`src/csq_pkg.sv`:
```
package csq_pkg;

  localparam int QUEUE_DEPTH = 16;
  localparam int ID_WIDTH    = 8;
  localparam int CNT_W       = 18;
  localparam int INIT_W      = 16;
  localparam int PTR_W       = $clog2(QUEUE_DEPTH);
  localparam int OCC_W       = $clog2(QUEUE_DEPTH + 1);

  typedef logic [PTR_W-1:0]        ptr_t;
  typedef logic [OCC_W-1:0]        occ_t;
  typedef logic signed [CNT_W-1:0] cnt_t;
  typedef logic [ID_WIDTH-1:0]     id_t;
  typedef logic [INIT_W-1:0]       init_t;

  localparam cnt_t COUNT_MAX = {1'b0, {(CNT_W-1){1'b1}}};
  localparam occ_t OCC_FULL  = OCC_W'(QUEUE_DEPTH);

  typedef enum logic [1:0] {
    OP_WAIT   = 2'd0,
    OP_SIGNAL = 2'd1,
    OP_CLOSE  = 2'd2
  } op_t;

  typedef enum logic [2:0] {
    K_PROCEED  = 3'd0,
    K_BLOCKED  = 3'd1,
    K_RELEASED = 3'd2,
    K_CLOSED   = 3'd3,
    K_FULL     = 3'd4
  } kind_t;

  typedef struct packed {
    logic we;
    ptr_t waddr;
    id_t  wdata;
    logic re;
    ptr_t raddr;
  } ram_req_t;

  typedef struct packed {
    cnt_t count;
    ptr_t head;
    ptr_t tail;
    occ_t occ;
  } csq_status_t;

  function automatic ptr_t next_ptr(ptr_t p);
    if (p == ptr_t'(QUEUE_DEPTH - 1)) begin
      return '0;
    end
    return p + ptr_t'(1);
  endfunction

endpackage

```
`src/csq_if.sv`:
```
interface csq_req_if;
  import csq_pkg::*;
  logic       valid;
  logic       ready;
  logic [1:0] operation;
  id_t        caller_id;
  modport source (output valid, operation, caller_id, input ready);
  modport sink   (input valid, operation, caller_id, output ready);
endinterface

interface csq_res_if;
  import csq_pkg::*;
  logic       valid;
  logic       ready;
  logic [2:0] kind;
  id_t        thread_id;
  logic       last;
  modport source (output valid, kind, thread_id, last, input ready);
  modport sink   (input valid, kind, thread_id, last, output ready);
endinterface

interface csq_cfg_if;
  import csq_pkg::*;
  logic  valid;
  logic  ready;
  init_t initial_count;
  modport source (output valid, initial_count, input ready);
  modport sink   (input valid, initial_count, output ready);
endinterface

```
`src/counting_semaphore_wait_queue.sv`:
```
// channel  dir  beat contents
// in_req   in   operation, caller_id
// out_res  out  kind, thread_id, last
// cfg_wr   in   initial_count
//
// wait: S_LAST; signal: S_POP when a waiter is released, then S_LAST
// close: S_DRAIN while waiters are queued, one waiter per cycle out of the queue ram unless
// out_res stalls, then S_LAST; each release loads its waiter from the registered queue ram read
// reset clears count, pointers and fill level; queue ram contents are left as they are
// a stalled out_res holds the machine in place; in_req is taken again once the last beat is loaded
module counting_semaphore_wait_queue (
  input logic       clk,
  input logic       rst_n,
  csq_req_if.sink   in_req,
  csq_res_if.source out_res,
  csq_cfg_if.sink   cfg_wr
);
  import csq_pkg::*;

  ram_req_t    ram_req;
  id_t         ram_rdata;
  csq_status_t st;

  csq_ctrl u_ctrl (
    .clk       (clk),
    .rst_n     (rst_n),
    .req       (in_req),
    .res       (out_res),
    .cfg       (cfg_wr),
    .ram_req   (ram_req),
    .ram_rdata (ram_rdata),
    .status    (st)
  );

  csq_ram u_ram (
    .clk   (clk),
    .req   (ram_req),
    .rdata (ram_rdata)
  );

  a_occ_bound: assert property (@(posedge clk) disable iff (!rst_n)
    st.occ <= OCC_FULL)
    else $error("queue fill level beyond depth");

  a_ptr_match: assert property (@(posedge clk) disable iff (!rst_n)
    ((st.occ == '0) || (st.occ == OCC_FULL)) == (st.head == st.tail))
    else $error("queue pointers disagree with fill level");

  // count only goes negative by queuing, so it never drops below minus the depth
  a_neg_count: assert property (@(posedge clk) disable iff (!rst_n)
    st.count >= cnt_t'(-QUEUE_DEPTH))
    else $error("count below minus queue depth");

  a_no_rw_clash: assert property (@(posedge clk) disable iff (!rst_n)
    !(ram_req.we && ram_req.re))
    else $error("queue push and pop in the same cycle");

endmodule

```
`src/csq_ram.sv`:
```
module csq_ram (
  input  logic              clk,
  input  csq_pkg::ram_req_t req,
  output csq_pkg::id_t      rdata
);
  import csq_pkg::*;

  id_t mem [QUEUE_DEPTH];
  id_t rdata_r;

  always_ff @(posedge clk) begin
    if (req.we) begin
      mem[req.waddr] <= req.wdata;
    end
    if (req.re) begin
      rdata_r <= mem[req.raddr];
    end
  end

  assign rdata = rdata_r;

endmodule

```
`src/csq_ctrl.sv`:
```
module csq_ctrl (
  input  logic                 clk,
  input  logic                 rst_n,
  csq_req_if.sink              req,
  csq_res_if.source            res,
  csq_cfg_if.sink              cfg,
  output csq_pkg::ram_req_t    ram_req,
  input  csq_pkg::id_t         ram_rdata,
  output csq_pkg::csq_status_t status
);
  import csq_pkg::*;

  typedef enum logic [1:0] {S_IDLE, S_POP, S_DRAIN, S_LAST} state_t;

  state_t state_r;
  cnt_t   count_r;
  ptr_t   head_r;
  ptr_t   tail_r;
  occ_t   occ_r;
  init_t  init_r;
  id_t    caller_r;
  kind_t  last_kind_r;
  logic   out_valid_r;
  kind_t  out_kind_r;
  id_t    out_id_r;
  logic   out_last_r;

  logic accept;
  logic out_free;
  logic do_push;
  logic do_pop;
  cnt_t cnt_inc;
  cnt_t cnt_init;

  assign accept   = req.valid && req.ready;
  assign out_free = !out_valid_r || res.ready;
  assign cnt_inc  = (count_r < COUNT_MAX) ? count_r + cnt_t'(1) : count_r;
  assign cnt_init = signed'({{(CNT_W-INIT_W){1'b0}}, init_r});

  always_comb begin
    do_push = 1'b0;
    do_pop  = 1'b0;
    if (accept) begin
      unique case (req.operation)
        OP_WAIT:   do_push = (count_r < cnt_t'(1)) && (occ_r != OCC_FULL);
        OP_SIGNAL: do_pop  = (cnt_inc <= cnt_t'(0)) && (occ_r != '0);
        OP_CLOSE:  do_pop  = (occ_r != '0);
        default:   do_pop  = 1'b0;
      endcase
    end else if (state_r == S_DRAIN && out_free && occ_r != '0) begin
      // fetch next waiter while the current one is loaded into the output
      do_pop = 1'b1;
    end
    ram_req.we    = do_push;
    ram_req.waddr = tail_r;
    ram_req.wdata = req.caller_id;
    ram_req.re    = do_pop;
    ram_req.raddr = head_r;
  end

  always_ff @(posedge clk) begin
    if (!rst_n) begin
      state_r     <= S_IDLE;
      count_r     <= '0;
      head_r      <= '0;
      tail_r      <= '0;
      occ_r       <= '0;
      init_r      <= '0;
      out_valid_r <= 1'b0;
    end else begin
      if (cfg.valid && cfg.ready) begin
        init_r <= cfg.initial_count;
      end
      if (out_valid_r && res.ready) begin
        out_valid_r <= 1'b0;
      end
      if (do_push) begin
        tail_r <= next_ptr(tail_r);
        occ_r  <= occ_r + occ_t'(1);
      end
      if (do_pop) begin
        head_r <= next_ptr(head_r);
        occ_r  <= occ_r - occ_t'(1);
      end

      unique case (state_r)
        S_IDLE: begin
          if (accept) begin
            caller_r    <= req.caller_id;
            last_kind_r <= K_PROCEED;
            unique case (req.operation)
              OP_WAIT: begin
                state_r <= S_LAST;
                if (count_r < cnt_t'(1)) begin
                  if (occ_r == OCC_FULL) begin
                    last_kind_r <= K_FULL;
                  end else begin
                    count_r     <= count_r - cnt_t'(1);
                    last_kind_r <= K_BLOCKED;
                  end
                end else begin
                  count_r <= count_r - cnt_t'(1);
                end
              end
              OP_SIGNAL: begin
                count_r <= cnt_inc;
                state_r <= do_pop ? S_POP : S_LAST;
              end
              OP_CLOSE: begin
                if (occ_r != '0) begin
                  state_r <= S_DRAIN;
                end else begin
                  head_r  <= '0;
                  tail_r  <= '0;
                  count_r <= cnt_init;
                  state_r <= S_LAST;
                end
              end
              default: state_r <= S_IDLE;
            endcase
          end
        end
        S_POP: begin
          if (out_free) begin
            out_valid_r <= 1'b1;
            out_kind_r  <= K_RELEASED;
            out_id_r    <= ram_rdata;
            out_last_r  <= 1'b0;
            state_r     <= S_LAST;
          end
        end
        S_DRAIN: begin
          if (out_free) begin
            out_valid_r <= 1'b1;
            out_kind_r  <= K_CLOSED;
            out_id_r    <= ram_rdata;
            out_last_r  <= 1'b0;
            if (occ_r == '0) begin
              head_r  <= '0;
              tail_r  <= '0;
              count_r <= cnt_init;
              state_r <= S_LAST;
            end
          end
        end
        S_LAST: begin
          if (out_free) begin
            out_valid_r <= 1'b1;
            out_kind_r  <= last_kind_r;
            out_id_r    <= caller_r;
            out_last_r  <= 1'b1;
            state_r     <= S_IDLE;
          end
        end
        default: state_r <= S_IDLE;
      endcase
    end
  end

  assign req.ready     = (state_r == S_IDLE);
  assign cfg.ready     = 1'b1;
  assign res.valid     = out_valid_r;
  assign res.kind      = out_kind_r;
  assign res.thread_id = out_id_r;
  assign res.last      = out_last_r;

  assign status.count = count_r;
  assign status.head  = head_r;
  assign status.tail  = tail_r;
  assign status.occ   = occ_r;

endmodule

```
`src/flat_wrapper.sv`:
```
// flat-port wrapper written by rule: the top's interface ports become plain ports
module counting_semaphore_wait_queue_flat import csq_pkg::*;
  (clk, rst_n, in_req_valid, in_req_operation, in_req_caller_id, in_req_ready, out_res_valid, out_res_kind, out_res_thread_id, out_res_last, out_res_ready, cfg_wr_valid, cfg_wr_initial_count, cfg_wr_ready);
  csq_req_if in_req_i ();
  csq_res_if out_res_i ();
  csq_cfg_if cfg_wr_i ();
  input logic clk;
  input logic rst_n;
  input wire logic [$bits(in_req_i.valid)-1:0] in_req_valid;
  input wire logic [$bits(in_req_i.operation)-1:0] in_req_operation;
  input wire logic [$bits(in_req_i.caller_id)-1:0] in_req_caller_id;
  output wire logic [$bits(in_req_i.ready)-1:0] in_req_ready;
  output wire logic [$bits(out_res_i.valid)-1:0] out_res_valid;
  output wire logic [$bits(out_res_i.kind)-1:0] out_res_kind;
  output wire logic [$bits(out_res_i.thread_id)-1:0] out_res_thread_id;
  output wire logic [$bits(out_res_i.last)-1:0] out_res_last;
  input wire logic [$bits(out_res_i.ready)-1:0] out_res_ready;
  input wire logic [$bits(cfg_wr_i.valid)-1:0] cfg_wr_valid;
  input wire logic [$bits(cfg_wr_i.initial_count)-1:0] cfg_wr_initial_count;
  output wire logic [$bits(cfg_wr_i.ready)-1:0] cfg_wr_ready;
  assign in_req_i.valid = in_req_valid;
  assign in_req_i.operation = in_req_operation;
  assign in_req_i.caller_id = in_req_caller_id;
  assign in_req_ready = in_req_i.ready;
  assign out_res_valid = out_res_i.valid;
  assign out_res_kind = out_res_i.kind;
  assign out_res_thread_id = out_res_i.thread_id;
  assign out_res_last = out_res_i.last;
  assign out_res_i.ready = out_res_ready;
  assign cfg_wr_i.valid = cfg_wr_valid;
  assign cfg_wr_i.initial_count = cfg_wr_initial_count;
  assign cfg_wr_ready = cfg_wr_i.ready;
  counting_semaphore_wait_queue u_core (.clk(clk), .rst_n(rst_n), .in_req(in_req_i), .out_res(out_res_i), .cfg_wr(cfg_wr_i));
endmodule
```
`config.mk`:
```
export PLATFORM = sky130hd
export DESIGN_NAME = counting_semaphore_wait_queue_flat
export DESIGN_NICKNAME = d
export VERILOG_FILES = /design/src/csq_pkg.sv /design/src/csq_if.sv /design/src/counting_semaphore_wait_queue.sv /design/src/csq_ram.sv /design/src/csq_ctrl.sv /design/src/flat_wrapper.sv
export SDC_FILE = /design/constraint.sdc
export NUM_CORES = 1
export LEC_CHECK = 0
export BUFFER_PORTS_ARGS = -buffer_cell sky130_fd_sc_hd__buf_2
export CORE_MARGIN = 2
export CORE_UTILIZATION = 45
export DETAILED_ROUTE_END_ITERATION = 6
export PLACE_DENSITY_LB_ADDON = 0.05
export SYNTH_ARGS = -nofsm -noshare
export SYNTH_HDL_FRONTEND = slang
export SYNTH_SLANG_ARGS = --single-unit
```
`constraint.sdc`:
```
create_clock -name clk -period 7 [get_ports clk]
set_clock_uncertainty 0.15 [all_clocks]
set_input_delay 1.05 -clock clk [delete_from_list [all_inputs] [get_ports clk]]
set_output_delay 1.05 -clock clk [all_outputs]
set_load 0.05 [all_outputs]
```
==> impl_metrics.tcl <==
set metrics [dict create \
    outcome "complete, no violations" \
    slew_headroom 0.314 \
    syn_inst 735 \
    place_ws_ns 1.86 \
    netlist.area_leader.share 0.487 \
    die_w_um 151 \
    clk_latency_ns 0.53 \
    numCtsBuffers 23 \
    cts-root-buf "clkbuf_16" \
    final.min_clock_period_ns 5.03 \
    finalMaxSlewViolations 0 \
    cp-start-kind "register" \
    grt_pass1_wl_um 35600 \
    tns_ns 0 \
    dp_cells 1008 \
    cts.clk_slew.worst_paths_ns 0.06 \
    dieArea_um2 22800 \
    cp.required_ns 7.26 \
    ys_seq_elements 208 \
    post_synth.cell_area_avg_um2 13.3 \
    ctsHtreeMaxLevel 1 \
    clk_path_buf_depth 3 \
    routabilityCongestion 0.925 \
    viasPerCell 5.90 \
    endpoint_kind "register" \
    nets 809 \
    fmax_mhz 199 \
    ys.flop_type "edfxtp_1" \
    syn-cell-area_um2 9740 \
    pin_count 46 \
    vias 6190 \
    rsz0062_at_grt "false" \
    die_h_um 151 \
    drt_first_iter_violations 640 \
    drt_first_pass_iters 5 \
    synthesis.nets 786 \
    worst_ir_drop_vdd_mv 0.204 \
    finalNonFillerCells 1050 \
    crit_fanout 13 \
    post_synth_num_cell_types 77 \
    ctsHoldBuffers 0 \
    track_usage 0.206 \
    floorplan.rows 53 \
    path_class "reg -> reg" \
    post_cts.repair.setup_buffers 0 \
    synth.top_cells.by_area "edfxtp_1, dfxtp_1, mux4_2" \
    antenna_found_initial 0 \
    wirelength_um 22600 \
    ctsResizeCount 0 \
    fillers 1829 \
    drive_gt1_frac 0.191 \
    grt_pass1_vias 6142 \
    fin_crit_sh 0.719 \
    hold_violations 0 \
    hp-class "reg -> reg" \
    syn2layout_area_growth_pct 12.3 \
    arrival_ns 5.29 \
    setup_slack_ns 1.97 \
    drc 0 \
    async_reset_ff_frac 0 \
    yosysSeqAreaShare 0.590 \
    grt-ovfl-total 0 \
    worst_slew_pin_slew_ns 1.03 \
    hpwl_um 15100 \
    synth_edf_count 158 \
    numPortBuffers 44 \
    p_per_area_nw_per_um2 334 \
    power.leakage_uw 0.00371 \
    core_area_um2 21200 \
    antenna_cells 0 \
    tritoncts "built" \
    cap_violations 0 \
    synth_warnings 0 \
    yosysTopAreaCell "edfxtp_1" \
    grt_max_degree 39 \
    wire_per_inst_um 21.5 \
    initial_utilization 0.460 \
    cts_sinks 208 \
    ant_nets 0 \
    finalSetupViolations 0 \
]
Yosys cell counts (3+ instances only):
cell type and number:
mux2_2 9, o311ai_0 3, mux2i_1 22, a211o_1 4
clkbuf_1 32, o21ai_0 28, xor2_1 4, nor4_1 4
or3_1 4, o22ai_1 6, nand4_1 11, nand2_1 38
inv_1 18, nand2b_1 6, mux4_2 40, a21oi_1 26
a21boi_0 3, and3_1 9, a221oi_1 3, nor2b_1 5
a21o_1 3, a211oi_1 13, nor2_1 60, ha_1 19
buf_4 7, o211ai_1 5, nand3_1 12, buf_2 10
and2_1 15, and4_1 6, dfxtp_1 50, a31oi_1 10
xnor2_1 12, buf_1 4, o31ai_1 3, a22oi_1 5
edfxtp_1 158, nor3_1 19
cell usage in the layout (no fill, tap or decap), drive strengths merged, types with 15 or more instances in the layout:
cell    instances
edfxtp        158
nor2           60
buf            51
dfxtp          50
mux4           40
nand2          38
clkbuf         30
o21ai          29
a21oi          27
mux2i          22
inv            21
nor3           19
ha             19
and2           15
layout make-up:
type | instances | area [um2] | share of cell area
Tap cell | 275 | 344 | 0.0315
Timing Repair Buffer | 51 | 273 | 0.0249
Inverter | 21 | 78.8 | 0.00720
Multi-Input combinational cell | 453 | 3680 | 0.337
Sequential cell | 208 | 5750 | 0.525
Clock buffer | 30 | 622 | 0.0568
Clock inverter | 12 | 194 | 0.0177
path summary, 6_finish.rpt:
path,startpoint,end,slack (ns),cells past startpoint
min reg2reg,u_core.u_ctrl.occ_r[0],u_core.u_ctrl.occ_r[0],0.35,2
min,u_core.u_ctrl.occ_r[0],u_core.u_ctrl.occ_r[0],0.35,2
max,u_core.u_ctrl.count_r[0],u_core.u_ctrl.occ_r[4],1.97,15
max reg2reg,u_core.u_ctrl.count_r[0],u_core.u_ctrl.occ_r[4],1.97,15
per-layer routing:
| metal | vias to the layer above | GRT usage | routed length [um] |
|---|---|---|---|
| li1 | 2894 | - | - |
| met1 | 3090 | 0.318 | 11300 |
| met2 | 171 | 0.307 | 9690 |
| met3 | 35 | 0.0328 | 1210 |
| met4 | 0 | 0.0449 | 404 |
| met5 | - | 0 | 0 |
stage by stage:
stage / cell area [um2] / hold slack (ns) / total power [uW] / util
2_1_floorplan: 9740 / 0.308 / 2170 / -
3_3_place_gp: 10100 / 0.326 / 2370 / 0.479
3_5_place_dp: 10100 / 0.339 / 2380 / 0.479
4_1_cts: 10900 / 0.353 / 3680 / 0.517
5_1_grt: 10900 / 0.392 / 3840 / 0.517
6_report: 10900 / 0.349 / 3650 / 0.517
power breakdown:
group          internal [uW]  switching (uW)
registers               1420             114
clock network            812             484
logic                    285             539
total                   2510            1140
sequential cells by signal, summed over array words and instances, names as in the netlist:
| name | cells |
|---|---|
| u_core.u_ctrl.res.thread_id | 8 |
| u_core.u_ctrl.init_r | 16 |
| u_core.u_ctrl.last_kind_r | 2 |
| u_core.u_ctrl.count_r | 18 |
| u_core.u_ctrl.res.kind | 3 |
| u_core.u_ctrl.caller_r | 8 |
| u_core.u_ctrl.res.last | 1 |
| u_core.u_ram.rdata | 8 |
| u_core.u_ram.mem | 128 |
| u_core.u_ctrl.head_r | 4 |
| u_core.u_ctrl.res.valid | 1 |
| u_core.u_ctrl.occ_r | 5 |
| u_core.u_ctrl.tail_r | 4 |
| u_core.u_ctrl.state_r | 2 |
worst max-delay path, cell delays in order (launching register included):
cell and delay, ns:
dfxtp_1 0.51, ha_1 0.31, and3_1 0.34, nand3_2 0.22
o31a_1 0.30, a2111o_1 0.39, nor4_2 0.35, o31ai_1 0.16
a21oi_2 0.63, inv_2 0.26, fa_1 0.49, nor2b_1 0.19
o21ai_0 0.11, nand2b_1 0.11, nand2_1 0.07, o311ai_0 0.32
cells by family after synthesis:
group	synth area share
buf+inv	0.0325
flops	0.590
simple gates	0.117
mux	0.125
fa+ha+maj	0.0265
other cells	0.000385
xor+xnor	0.0144
compound gates	0.0938
(Power assumes the default switching activity.)
